===== src/sv/p12bcs_pkg.sv =====
`default_nettype none
package p12bcs_pkg;

  localparam int DEF_MAX_WIDTH  = 4096;
  localparam int DEF_MAX_HEIGHT = 4096;

  localparam int CFG_DIM_W  = 13;
  localparam int CFG_PAT_W  = 2;
  localparam int CFG_IDX_W  = 2;
  localparam int CFG_DATA_W = 13;
  localparam int PIX_W      = 12;
  localparam int CH_W       = 2;
  localparam int ADDR_W     = 24;
  localparam int BYTE_W     = 8;

  localparam logic [CFG_IDX_W-1:0] CFG_IDX_WIDTH   = 2'd0;
  localparam logic [CFG_IDX_W-1:0] CFG_IDX_HEIGHT  = 2'd1;
  localparam logic [CFG_IDX_W-1:0] CFG_IDX_PATTERN = 2'd2;

  localparam logic [CFG_DIM_W-1:0] RST_FRAME_WIDTH  = 13'd1920;
  localparam logic [CFG_DIM_W-1:0] RST_FRAME_HEIGHT = 13'd1080;

  localparam logic [CFG_PAT_W-1:0] PAT_RGGB = 2'd0;
  localparam logic [CFG_PAT_W-1:0] PAT_BGGR = 2'd1;
  localparam logic [CFG_PAT_W-1:0] PAT_GRBG = 2'd2;
  localparam logic [CFG_PAT_W-1:0] PAT_GBRG = 2'd3;

  localparam logic [CH_W-1:0] CH_RED   = 2'd0;
  localparam logic [CH_W-1:0] CH_GREEN = 2'd1;
  localparam logic [CH_W-1:0] CH_BLUE  = 2'd2;

  localparam int Q_DEPTH = 2;
  localparam int Q_PTR_W = (Q_DEPTH > 1) ? $clog2(Q_DEPTH) : 1;
  localparam int Q_CNT_W = $clog2(Q_DEPTH + 1);

  typedef struct packed {
    logic [CFG_DIM_W-1:0] frame_width;
    logic [CFG_DIM_W-1:0] frame_height;
    logic [CFG_PAT_W-1:0] bayer_pattern;
  } cfg_t;

  typedef struct packed {
    logic [PIX_W-1:0]  pixel_value;
    logic [1:0]        parity;
    logic [ADDR_W-1:0] pixel_address;
    logic              frame_last;
  } pix_item_t;

  typedef struct packed {
    logic valid;
    logic full;
  } q_stat_t;

  function automatic logic [CH_W-1:0] plane_of(input logic [CFG_PAT_W-1:0] pat,
                                               input logic [1:0] sel);
    logic [CH_W-1:0] ch;
    ch = CH_GREEN;
    case (pat)
      PAT_RGGB: begin
        case (sel)
          2'd0:    ch = CH_RED;
          2'd3:    ch = CH_BLUE;
          default: ch = CH_GREEN;
        endcase
      end
      PAT_BGGR: begin
        case (sel)
          2'd0:    ch = CH_BLUE;
          2'd3:    ch = CH_RED;
          default: ch = CH_GREEN;
        endcase
      end
      PAT_GRBG: begin
        case (sel)
          2'd1:    ch = CH_RED;
          2'd2:    ch = CH_BLUE;
          default: ch = CH_GREEN;
        endcase
      end
      default: begin
        case (sel)
          2'd1:    ch = CH_BLUE;
          2'd2:    ch = CH_RED;
          default: ch = CH_GREEN;
        endcase
      end
    endcase
    return ch;
  endfunction

endpackage
`default_nettype wire


===== src/sv/p12bcs_front.sv =====
`default_nettype none
module p12bcs_front
  import p12bcs_pkg::*;
#(
  parameter int MAX_WIDTH  = DEF_MAX_WIDTH,
  parameter int MAX_HEIGHT = DEF_MAX_HEIGHT
) (
  input  wire logic              clk,
  input  wire logic              rst_n,
  input  wire cfg_t              cfg,
  input  wire logic              in_valid,
  input  wire logic [BYTE_W-1:0] in_byte,
  output logic                   in_stall,
  input  wire q_stat_t           q_stat,
  output logic                   push,
  output pix_item_t              push_item
);

  localparam int COL_W = $clog2(MAX_WIDTH);
  localparam int ROW_W = $clog2(MAX_HEIGHT);
  localparam int DW_A  = $clog2(MAX_WIDTH + 1);
  localparam int DW_B  = $clog2(MAX_HEIGHT + 1);
  localparam int DW_C  = (DW_A > DW_B) ? DW_A : DW_B;
  localparam int DW    = ((DW_C > CFG_DIM_W) ? DW_C : CFG_DIM_W) + 1;

  typedef enum logic [2:0] {
    PH_FIRST  = 3'b001,
    PH_SECOND = 3'b010,
    PH_THIRD  = 3'b100
  } phase_t;

  phase_t              phase_r, phase_nxt;
  logic [BYTE_W-1:0]   held_byte_r, held_byte_nxt;
  logic [3:0]          held_nib_r, held_nib_nxt;
  logic [COL_W-1:0]    col_r, col_nxt;
  logic [ROW_W-1:0]    row_r, row_nxt;
  logic [ADDR_W-1:0]   addr_r, addr_nxt;

  logic [DW-1:0] fw, fh, w_c, h_c;
  logic          accept, row_end, last;

  always_comb begin
    fw  = DW'(cfg.frame_width);
    fh  = DW'(cfg.frame_height);
    w_c = (fw == '0) ? DW'(1) : ((fw > DW'(MAX_WIDTH)) ? DW'(MAX_WIDTH) : fw);
    h_c = (fh == '0) ? DW'(1) : ((fh > DW'(MAX_HEIGHT)) ? DW'(MAX_HEIGHT) : fh);
  end

  assign row_end  = DW'(col_r) >= (w_c - DW'(1));
  assign last     = row_end && (DW'(row_r) >= (h_c - DW'(1)));
  assign in_stall = q_stat.full;
  assign accept   = in_valid && !q_stat.full;
  assign push     = accept && (phase_r != PH_FIRST);

  always_comb begin
    push_item.parity        = {row_r[0], col_r[0]};
    push_item.pixel_address = addr_r;
    push_item.frame_last    = last;
    if (phase_r == PH_SECOND) begin
      push_item.pixel_value = {held_byte_r, in_byte[7:4]};
    end else begin
      push_item.pixel_value = {held_nib_r, in_byte};
    end
  end

  always_comb begin
    phase_nxt     = phase_r;
    held_byte_nxt = held_byte_r;
    held_nib_nxt  = held_nib_r;
    col_nxt       = col_r;
    row_nxt       = row_r;
    addr_nxt      = addr_r;
    if (accept) begin
      case (phase_r)
        PH_FIRST: begin
          held_byte_nxt = in_byte;
          phase_nxt     = PH_SECOND;
        end
        PH_SECOND: begin
          held_nib_nxt = in_byte[3:0];
          phase_nxt    = last ? PH_FIRST : PH_THIRD;
        end
        default: begin
          phase_nxt = PH_FIRST;
        end
      endcase
    end
    if (push) begin
      if (last) begin
        col_nxt  = '0;
        row_nxt  = '0;
        addr_nxt = '0;
      end else begin
        addr_nxt = addr_r + 1'b1;
        if (row_end) begin
          col_nxt = '0;
          row_nxt = row_r + 1'b1;
        end else begin
          col_nxt = col_r + 1'b1;
        end
      end
    end
  end

  always_ff @(posedge clk) begin
    if (!rst_n) begin
      phase_r     <= PH_FIRST;
      held_byte_r <= '0;
      held_nib_r  <= '0;
      col_r       <= '0;
      row_r       <= '0;
      addr_r      <= '0;
    end else begin
      phase_r     <= phase_nxt;
      held_byte_r <= held_byte_nxt;
      held_nib_r  <= held_nib_nxt;
      col_r       <= col_nxt;
      row_r       <= row_nxt;
      addr_r      <= addr_nxt;
    end
  end

  a_frame_end_clears: assert property (@(posedge clk) disable iff (!rst_n)
    (push && last) |=> (col_r == '0 && row_r == '0 && addr_r == '0 && phase_r == PH_FIRST))
    else $error("counters not cleared at frame end");

  a_addr_advance: assert property (@(posedge clk) disable iff (!rst_n)
    (push && !last) |=> (addr_r == $past(addr_r) + 1'b1))
    else $error("flat address did not advance");

endmodule
`default_nettype wire


===== src/sv/p12bcs_queue.sv =====
`default_nettype none
module p12bcs_queue
  import p12bcs_pkg::*;
(
  input  wire logic      clk,
  input  wire logic      rst_n,
  input  wire logic      push,
  input  wire pix_item_t push_item,
  input  wire logic      pop,
  output pix_item_t      pop_item,
  output q_stat_t        q_stat
);

  pix_item_t            mem_r [Q_DEPTH];
  logic [Q_PTR_W-1:0]   wr_ptr_r, wr_ptr_nxt;
  logic [Q_PTR_W-1:0]   rd_ptr_r, rd_ptr_nxt;
  logic [Q_CNT_W-1:0]   cnt_r, cnt_nxt;

  assign q_stat.valid = (cnt_r != '0);
  assign q_stat.full  = (cnt_r == Q_CNT_W'(Q_DEPTH));
  assign pop_item     = mem_r[rd_ptr_r];

  always_comb begin
    wr_ptr_nxt = wr_ptr_r;
    rd_ptr_nxt = rd_ptr_r;
    cnt_nxt    = cnt_r;
    if (push) begin
      wr_ptr_nxt = (wr_ptr_r == Q_PTR_W'(Q_DEPTH - 1)) ? '0 : wr_ptr_r + 1'b1;
    end
    if (pop) begin
      rd_ptr_nxt = (rd_ptr_r == Q_PTR_W'(Q_DEPTH - 1)) ? '0 : rd_ptr_r + 1'b1;
    end
    if (push && !pop) begin
      cnt_nxt = cnt_r + 1'b1;
    end else if (pop && !push) begin
      cnt_nxt = cnt_r - 1'b1;
    end
  end

  always_ff @(posedge clk) begin
    if (push) begin
      mem_r[wr_ptr_r] <= push_item;
    end
  end

  always_ff @(posedge clk) begin
    if (!rst_n) begin
      wr_ptr_r <= '0;
      rd_ptr_r <= '0;
      cnt_r    <= '0;
    end else begin
      wr_ptr_r <= wr_ptr_nxt;
      rd_ptr_r <= rd_ptr_nxt;
      cnt_r    <= cnt_nxt;
    end
  end

  a_no_overflow: assert property (@(posedge clk) disable iff (!rst_n)
    push |-> (!q_stat.full || pop))
    else $error("push into full queue");

  a_no_underflow: assert property (@(posedge clk) disable iff (!rst_n)
    pop |-> q_stat.valid)
    else $error("pop from empty queue");

endmodule
`default_nettype wire


===== src/sv/p12bcs_back.sv =====
`default_nettype none
module p12bcs_back
  import p12bcs_pkg::*;
(
  input  wire logic              clk,
  input  wire logic              rst_n,
  input  wire cfg_t              cfg,
  input  wire q_stat_t           q_stat,
  input  wire pix_item_t         pop_item,
  output logic                   pop,
  output logic                   out_valid,
  input  wire logic              out_stall,
  output logic [PIX_W-1:0]       out_pixel_value,
  output logic [CH_W-1:0]        out_color_channel,
  output logic [ADDR_W-1:0]      out_pixel_address,
  output logic                   out_frame_last
);

  logic              out_valid_r, out_valid_nxt;
  logic [PIX_W-1:0]  pix_r;
  logic [CH_W-1:0]   ch_r;
  logic [ADDR_W-1:0] addr_r;
  logic              last_r;

  assign pop           = q_stat.valid && (!out_valid_r || !out_stall);
  assign out_valid_nxt = pop || (out_valid_r && out_stall);

  always_ff @(posedge clk) begin
    if (!rst_n) begin
      out_valid_r <= 1'b0;
    end else begin
      out_valid_r <= out_valid_nxt;
    end
  end

  always_ff @(posedge clk) begin
    if (pop) begin
      pix_r  <= pop_item.pixel_value;
      ch_r   <= plane_of(cfg.bayer_pattern, pop_item.parity);
      addr_r <= pop_item.pixel_address;
      last_r <= pop_item.frame_last;
    end
  end

  assign out_valid         = out_valid_r;
  assign out_pixel_value   = pix_r;
  assign out_color_channel = ch_r;
  assign out_pixel_address = addr_r;
  assign out_frame_last    = last_r;

  a_load_on_pop: assert property (@(posedge clk) disable iff (!rst_n)
    pop |=> (out_valid_r && pix_r == $past(pop_item.pixel_value)))
    else $error("output register not loaded on pop");

endmodule
`default_nettype wire


===== src/sv/packed12_bayer_channel_splitter_top.sv =====
// Packed 12-bit raw unpacker and Bayer plane splitter.
// Input channel: one raw byte per word on in_packed_byte, in_valid / in_stall.
// Every three bytes carry two 12-bit pixels, first pixel high-aligned.
// Result channel: one pixel per word with its plane (0 red, 1 green, 2 blue),
// its address row * width + column and a frame-last flag, out_valid / out_stall.
// The first byte of a group gives no word; the second and third give one each.
// Throughput: one byte per cycle while in_stall is low, with unpack and counter
// update in the front stage; pixels leave at up to one per cycle while out_stall is low.
// A pixel's word is written into the queue when the byte that completes it is
// taken, then moves to the output register once that is empty or being taken.
// A two-entry queue parts the front from the output register, so bytes keep
// flowing while a result waits; in_stall rises only when that queue is full.
// Configuration: cfg_we, cfg_index (0 width, 1 height, 2 pattern), cfg_wdata;
// write only while idle. Zero dimensions count as 1, large ones saturate.
// Reset (rst_n low, synchronous) restores 1920 x 1080 RGGB, empties the queue
// and clears the byte phase and the row, column and address counters.
// At frame end all counters return to zero and the phase returns to the first byte.
`default_nettype none
module packed12_bayer_channel_splitter_top
  import p12bcs_pkg::*;
#(
  parameter int MAX_WIDTH  = DEF_MAX_WIDTH,
  parameter int MAX_HEIGHT = DEF_MAX_HEIGHT
) (
  input  wire logic                  clk,
  input  wire logic                  rst_n,
  input  wire logic                  cfg_we,
  input  wire logic [CFG_IDX_W-1:0]  cfg_index,
  input  wire logic [CFG_DATA_W-1:0] cfg_wdata,
  input  wire logic                  in_valid,
  output logic                       in_stall,
  input  wire logic [BYTE_W-1:0]     in_packed_byte,
  output logic                       out_valid,
  input  wire logic                  out_stall,
  output logic [PIX_W-1:0]           out_pixel_value,
  output logic [CH_W-1:0]            out_color_channel,
  output logic [ADDR_W-1:0]          out_pixel_address,
  output logic                       out_frame_last
);

  cfg_t      cfg_r, cfg_nxt;
  q_stat_t   q_stat;
  pix_item_t push_item, pop_item;
  logic      push, pop;

  always_comb begin
    cfg_nxt = cfg_r;
    if (cfg_we) begin
      case (cfg_index)
        CFG_IDX_WIDTH:   cfg_nxt.frame_width   = cfg_wdata[CFG_DIM_W-1:0];
        CFG_IDX_HEIGHT:  cfg_nxt.frame_height  = cfg_wdata[CFG_DIM_W-1:0];
        CFG_IDX_PATTERN: cfg_nxt.bayer_pattern = cfg_wdata[CFG_PAT_W-1:0];
        default:         cfg_nxt = cfg_r;
      endcase
    end
  end

  always_ff @(posedge clk) begin
    if (!rst_n) begin
      cfg_r.frame_width   <= RST_FRAME_WIDTH;
      cfg_r.frame_height  <= RST_FRAME_HEIGHT;
      cfg_r.bayer_pattern <= PAT_RGGB;
    end else begin
      cfg_r <= cfg_nxt;
    end
  end

  p12bcs_front #(
    .MAX_WIDTH  (MAX_WIDTH),
    .MAX_HEIGHT (MAX_HEIGHT)
  ) u_front (
    .clk       (clk),
    .rst_n     (rst_n),
    .cfg       (cfg_r),
    .in_valid  (in_valid),
    .in_byte   (in_packed_byte),
    .in_stall  (in_stall),
    .q_stat    (q_stat),
    .push      (push),
    .push_item (push_item)
  );

  p12bcs_queue u_queue (
    .clk       (clk),
    .rst_n     (rst_n),
    .push      (push),
    .push_item (push_item),
    .pop       (pop),
    .pop_item  (pop_item),
    .q_stat    (q_stat)
  );

  p12bcs_back u_back (
    .clk               (clk),
    .rst_n             (rst_n),
    .cfg               (cfg_r),
    .q_stat            (q_stat),
    .pop_item          (pop_item),
    .pop               (pop),
    .out_valid         (out_valid),
    .out_stall         (out_stall),
    .out_pixel_value   (out_pixel_value),
    .out_color_channel (out_color_channel),
    .out_pixel_address (out_pixel_address),
    .out_frame_last    (out_frame_last)
  );

endmodule
`default_nettype wire


===== config.mk =====
export PLATFORM = sky130hd
export DESIGN_NAME = packed12_bayer_channel_splitter_top
export DESIGN_NICKNAME = d
export VERILOG_FILES = /design/src/sv/p12bcs_pkg.sv /design/src/sv/p12bcs_front.sv /design/src/sv/p12bcs_queue.sv /design/src/sv/p12bcs_back.sv /design/src/sv/packed12_bayer_channel_splitter_top.sv
export SDC_FILE = /design/constraint.sdc
export NUM_CORES = 1
export LEC_CHECK = 0
export ABC_CLOCK_PERIOD_IN_PS = 7100
export BUFFER_PORTS_ARGS = -buffer_cell sky130_fd_sc_hd__buf_2
export CAP_MARGIN = 20
export CELL_PAD_IN_SITES_DETAIL_PLACEMENT = 1
export CELL_PAD_IN_SITES_GLOBAL_PLACEMENT = 1
export CORE_ASPECT_RATIO = 1.75
export CORE_UTILIZATION = 52
export CTS_CLUSTER_DIAMETER = 50
export DETAILED_ROUTE_END_ITERATION = 16
export PLACE_DENSITY = 0.89
export SYNTH_ARGS = -nofsm -noshare
export SYNTH_HDL_FRONTEND = slang
export SYNTH_SLANG_ARGS = --single-unit

===== constraint.sdc =====
create_clock -name clk -period 7.1 [get_ports clk]
set_clock_uncertainty 0.1 [all_clocks]
set_input_delay 0.355 -clock clk [delete_from_list [all_inputs] [get_ports clk]]
set_output_delay 0.355 -clock clk [all_outputs]
set_load 0.03 [all_outputs]

==> impl_metrics.tcl <==
set metrics [dict create \
    rsz0062_at_grt "false" \
    crit_buf_inv 1 \
    yosysSeqAreaShare_pct 59.2 \
    synthArstFlopShare_pct 0 \
    grt_pass1_vias 7019 \
    start_util_pct 53.0 \
    max_slew_margin_pct 30.4 \
    hold_start "cfg_wdata[2]" \
    p_per_area_mw_per_mm2 335 \
    post-dp-hpwl_mm 14.4 \
    synthAdderAreaFrac_pct 4.62 \
    cap_violations 0 \
    hold_violations 0 \
    tightest_slew_ps 1040 \
    ys_top_cells_by_area "edfxtp_1 (38%), dfxtp_1 (21%), mux2_2 (6.0%), nand2_1 (4.7%), ha_1 (4.6%)" \
    status "finished, final reports clean" \
    setup_slack_ps 1810 \
    vdd_ir_drop_max_v 0.000199 \
    crit_path_max_fanout 16 \
    clockBufferDepth 3 \
    ant_nets 0 \
    synthSimpleGateAreaFrac_pct 16.9 \
    cts_made_buffers 20 \
    startpoint_type "flip-flop" \
    r2r_slack_ps 1810 \
    critPathTopFamily "simple AND/OR/NAND/NOR gates" \
    min_period_over_period_pct 74.5 \
    worst_path_largest_cell_delay_ps 620 \
    cts_tree "yes" \
    synth.most_common_cell "edfxtp_1" \
    n_antenna_cell 0 \
    rows 64 \
    io_buffers 68 \
    netlist_instances 816 \
    cellLeakagePower_nw 3.96 \
    syn2layout_area_growth_pct 13.6 \
    synth_cell_types 57 \
    wl_per_cell_microns 20.0 \
    crit_slowest_cell "or4_1" \
    hold_class "input port to flip-flop" \
    synth_top_area_share_pct 38.2 \
    avgViaCountPerCell 5.74 \
    firstDrtPassIters 4 \
    clkTransAtPathRegs_ps 70 \
    clk_latency_ps 500 \
    grt_start_max_net_pins 53 \
    grt_usage_pct 26.0 \
    synth_compound_gate_area_share_pct 6.36 \
    setup_viol 0 \
    synthTopCellsByCount "edfxtp_1 (117), nand2_1 (116), dfxtp_1 (97)" \
    synth_xor_xnor_area_share_pct 4.28 \
    drt_iter0_markers 265 \
    globalplace.congestion 0.797 \
    crit_path_end_kind "flip-flop" \
    cp.required_ps 7430 \
    vias 6477 \
    crit_type "flip-flop to flip-flop" \
    muxShareOfSynthArea_pct 6.67 \
    grt-ovfl-total 0 \
    yosys_warnings 0 \
    drive_gt1_share_pct 18.3 \
    drv_slew 0 \
    min_path_cells 3 \
    fp.dieW_microns 103 \
    r2r-start "cfg_r[17]" \
    post_cts_resized 0 \
    synth_seq_cells 214 \
    antenna_found_initial 0 \
    ctsRootBufferMaster "clkbuf_16" \
    n_fill_cell 1849 \
    crit_top_cell "or4_1" \
    arrival_ps 5620 \
    cp_cell_sequence "nor4_1 > nand3_1 > nor2_1 > o21ai_0 > ha_1 > inv_1 > or4_1 > a31oi_1 > ha_1 > and3_1 > nand3_1 > or4_1 > a221oi_2 > nand2_1 > or4_1 > a31oi_1" \
    yosysTopAreaCell "edfxtp_1" \
    synth_fp_nets 878 \
    synth_top_family_by_area "simple AND/OR/NAND/NOR gates" \
    drcViolationCount 0 \
    synth_edf_count 117 \
    hold_end "cfg_r[4]" \
    htree_levels 1 \
    dp_slack_ps 1950 \
    synth_area_per_cell_sq_um 11.3 \
    cts_sinks 214 \
    max_freq_ghz 0.189 \
    r2r-end "u_front.row_r[4]" \
    grt_pass1_wl_mm 36.5 \
    setup_tns_ps 0 \
    wl_mm 22.5 \
    pin_count 69 \
    fp.coreArea_sq_mm 0.0174 \
    rr_worst_depth 16 \
    die_h_microns 178 \
    synth.cell_area_sq_mm 0.00921 \
    fin_crit_ps 5290 \
    nets 946 \
    die_area_sq_mm 0.0183 \
    synthFlopType "edfxtp_1" \
]
==> routing by layer <==
layer / part of all wire (%) / global-route usage [%] / vias up
met5: 0 / 0 / -
met4: 2.6 / 8.21 / 0
met3: 2.9 / 3.02 / 47
met2: 57 / 50.5 / 146
met1: 37 / 28.4 / 3215
li1: - / - / 3069
==> worst reg2reg max path, cell delays in order, from the launching register on <==
cell and delay [ps]:
dfxtp_1 340, nor4_1 590, nand3_1 230, nor2_1 130, o21ai_0 120, ha_1 280
inv_1 210, or4_1 150, a31oi_1 90, ha_1 310, and3_1 180, nand3_1 100
or4_1 560, a221oi_2 550, nand2_1 480, or4_1 620, a31oi_1 180
==> cell type report <==
type | instances | area [sq um] | share of cell area, %
tap | 231 | 289 | 2.76
timing repair buffer | 77 | 423 | 4.04
sequential | 214 | 5460 | 52.2
inverter | 11 | 41.3 | 0.395
clock buffer | 30 | 567 | 5.42
clock inverter | 6 | 87.6 | 0.838
multi-input combinational | 560 | 3590 | 34.4
==> report_power, final <==
group	switching [mW]	internal [mW]
clock	0.455	0.630
sequential	0.118	1.55
combinational	0.492	0.260
==> cells in the final DEF, fill, tap and decap left out, drive strengths merged, types with 7 or more instances in the layout <==
cell type,instances
a21oi,44
a31oi,10
and3,11
buf,76
clkbuf,30
dfxtp,97
edfxtp,117
ha,34
inv,11
mux2,49
nand2,116
nand3,51
nand4,10
nor2,78
nor3,12
nor4,7
o21ai,12
or3,9
or4,8
xnor2,15
xor2,30
==> stage by stage <==
| stage | power (mW) | hold WS [ps] | instance area (sq um) | std cells | util (%) |
|---|---|---|---|---|---|
| after detailed placement | 2.43 | 353 | 9770 | 1090 | 56.2 |
| final | 3.51 | 16.0 | 10500 | 1129 | 60.2 |
| after global placement | 2.38 | 339 | 9770 | 1090 | 56.2 |
| after global routing | 3.66 | 15.5 | 10500 | 1129 | 60.2 |
| after floorplan | 2.20 | 333 | 9210 | 816 | - |
| after CTS | 3.52 | 3.49 | 10400 | 1127 | 60.0 |
==> cell families (layout without fill, tap and decap cells) <==
| family | count (synthesis) | count (layout) |
|---|---|---|
| mux | 54 | 54 |
| buf+inv | 42 | 124 |
| xor+xnor | 45 | 45 |
| flops | 214 | 214 |
| fa+ha+maj | 34 | 34 |
| compound gates | 95 | 95 |
| simple gates | 332 | 332 |
==> registers in the layout (all words and copies together) (netlist names), named ones only <==
name / flops
u_queue.mem_r: 78
u_queue.rd_ptr_r: 1
u_back.out_pixel_address: 24
cfg_r: 28
u_queue.cnt_r: 2
u_back.out_valid: 1
u_front.addr_r: 24
u_back.out_color_channel: 2
u_front.phase_r: 3
u_front.held_byte_r: 8
u_queue.wr_ptr_r: 1
u_front.row_r: 12
u_back.out_frame_last: 1
u_front.held_nib_r: 4
u_front.col_r: 12
u_back.out_pixel_value: 12
==> what timing repair did <==
| action | CTS | global route |
|---|---|---|
| hold buffers | 1 | 0 |
| setup buffers | 0 | 0 |
| setup endpoints to repair | 0 | 0 |
| hold endpoints to repair | 1 | 0 |
==> worst max path at each step <==
stage,cells after the start,start,to
after floorplan,20,cfg_r[7],u_front.row_r[9]
after global placement,16,cfg_r[17],u_front.row_r[9]
after detailed placement,16,cfg_r[17],u_front.row_r[4]
after CTS,16,cfg_r[17],u_front.row_r[4]
after global routing,16,cfg_r[17],u_front.row_r[4]
final,16,cfg_r[17],u_front.row_r[4]
(Power assumes the default switching activity.)
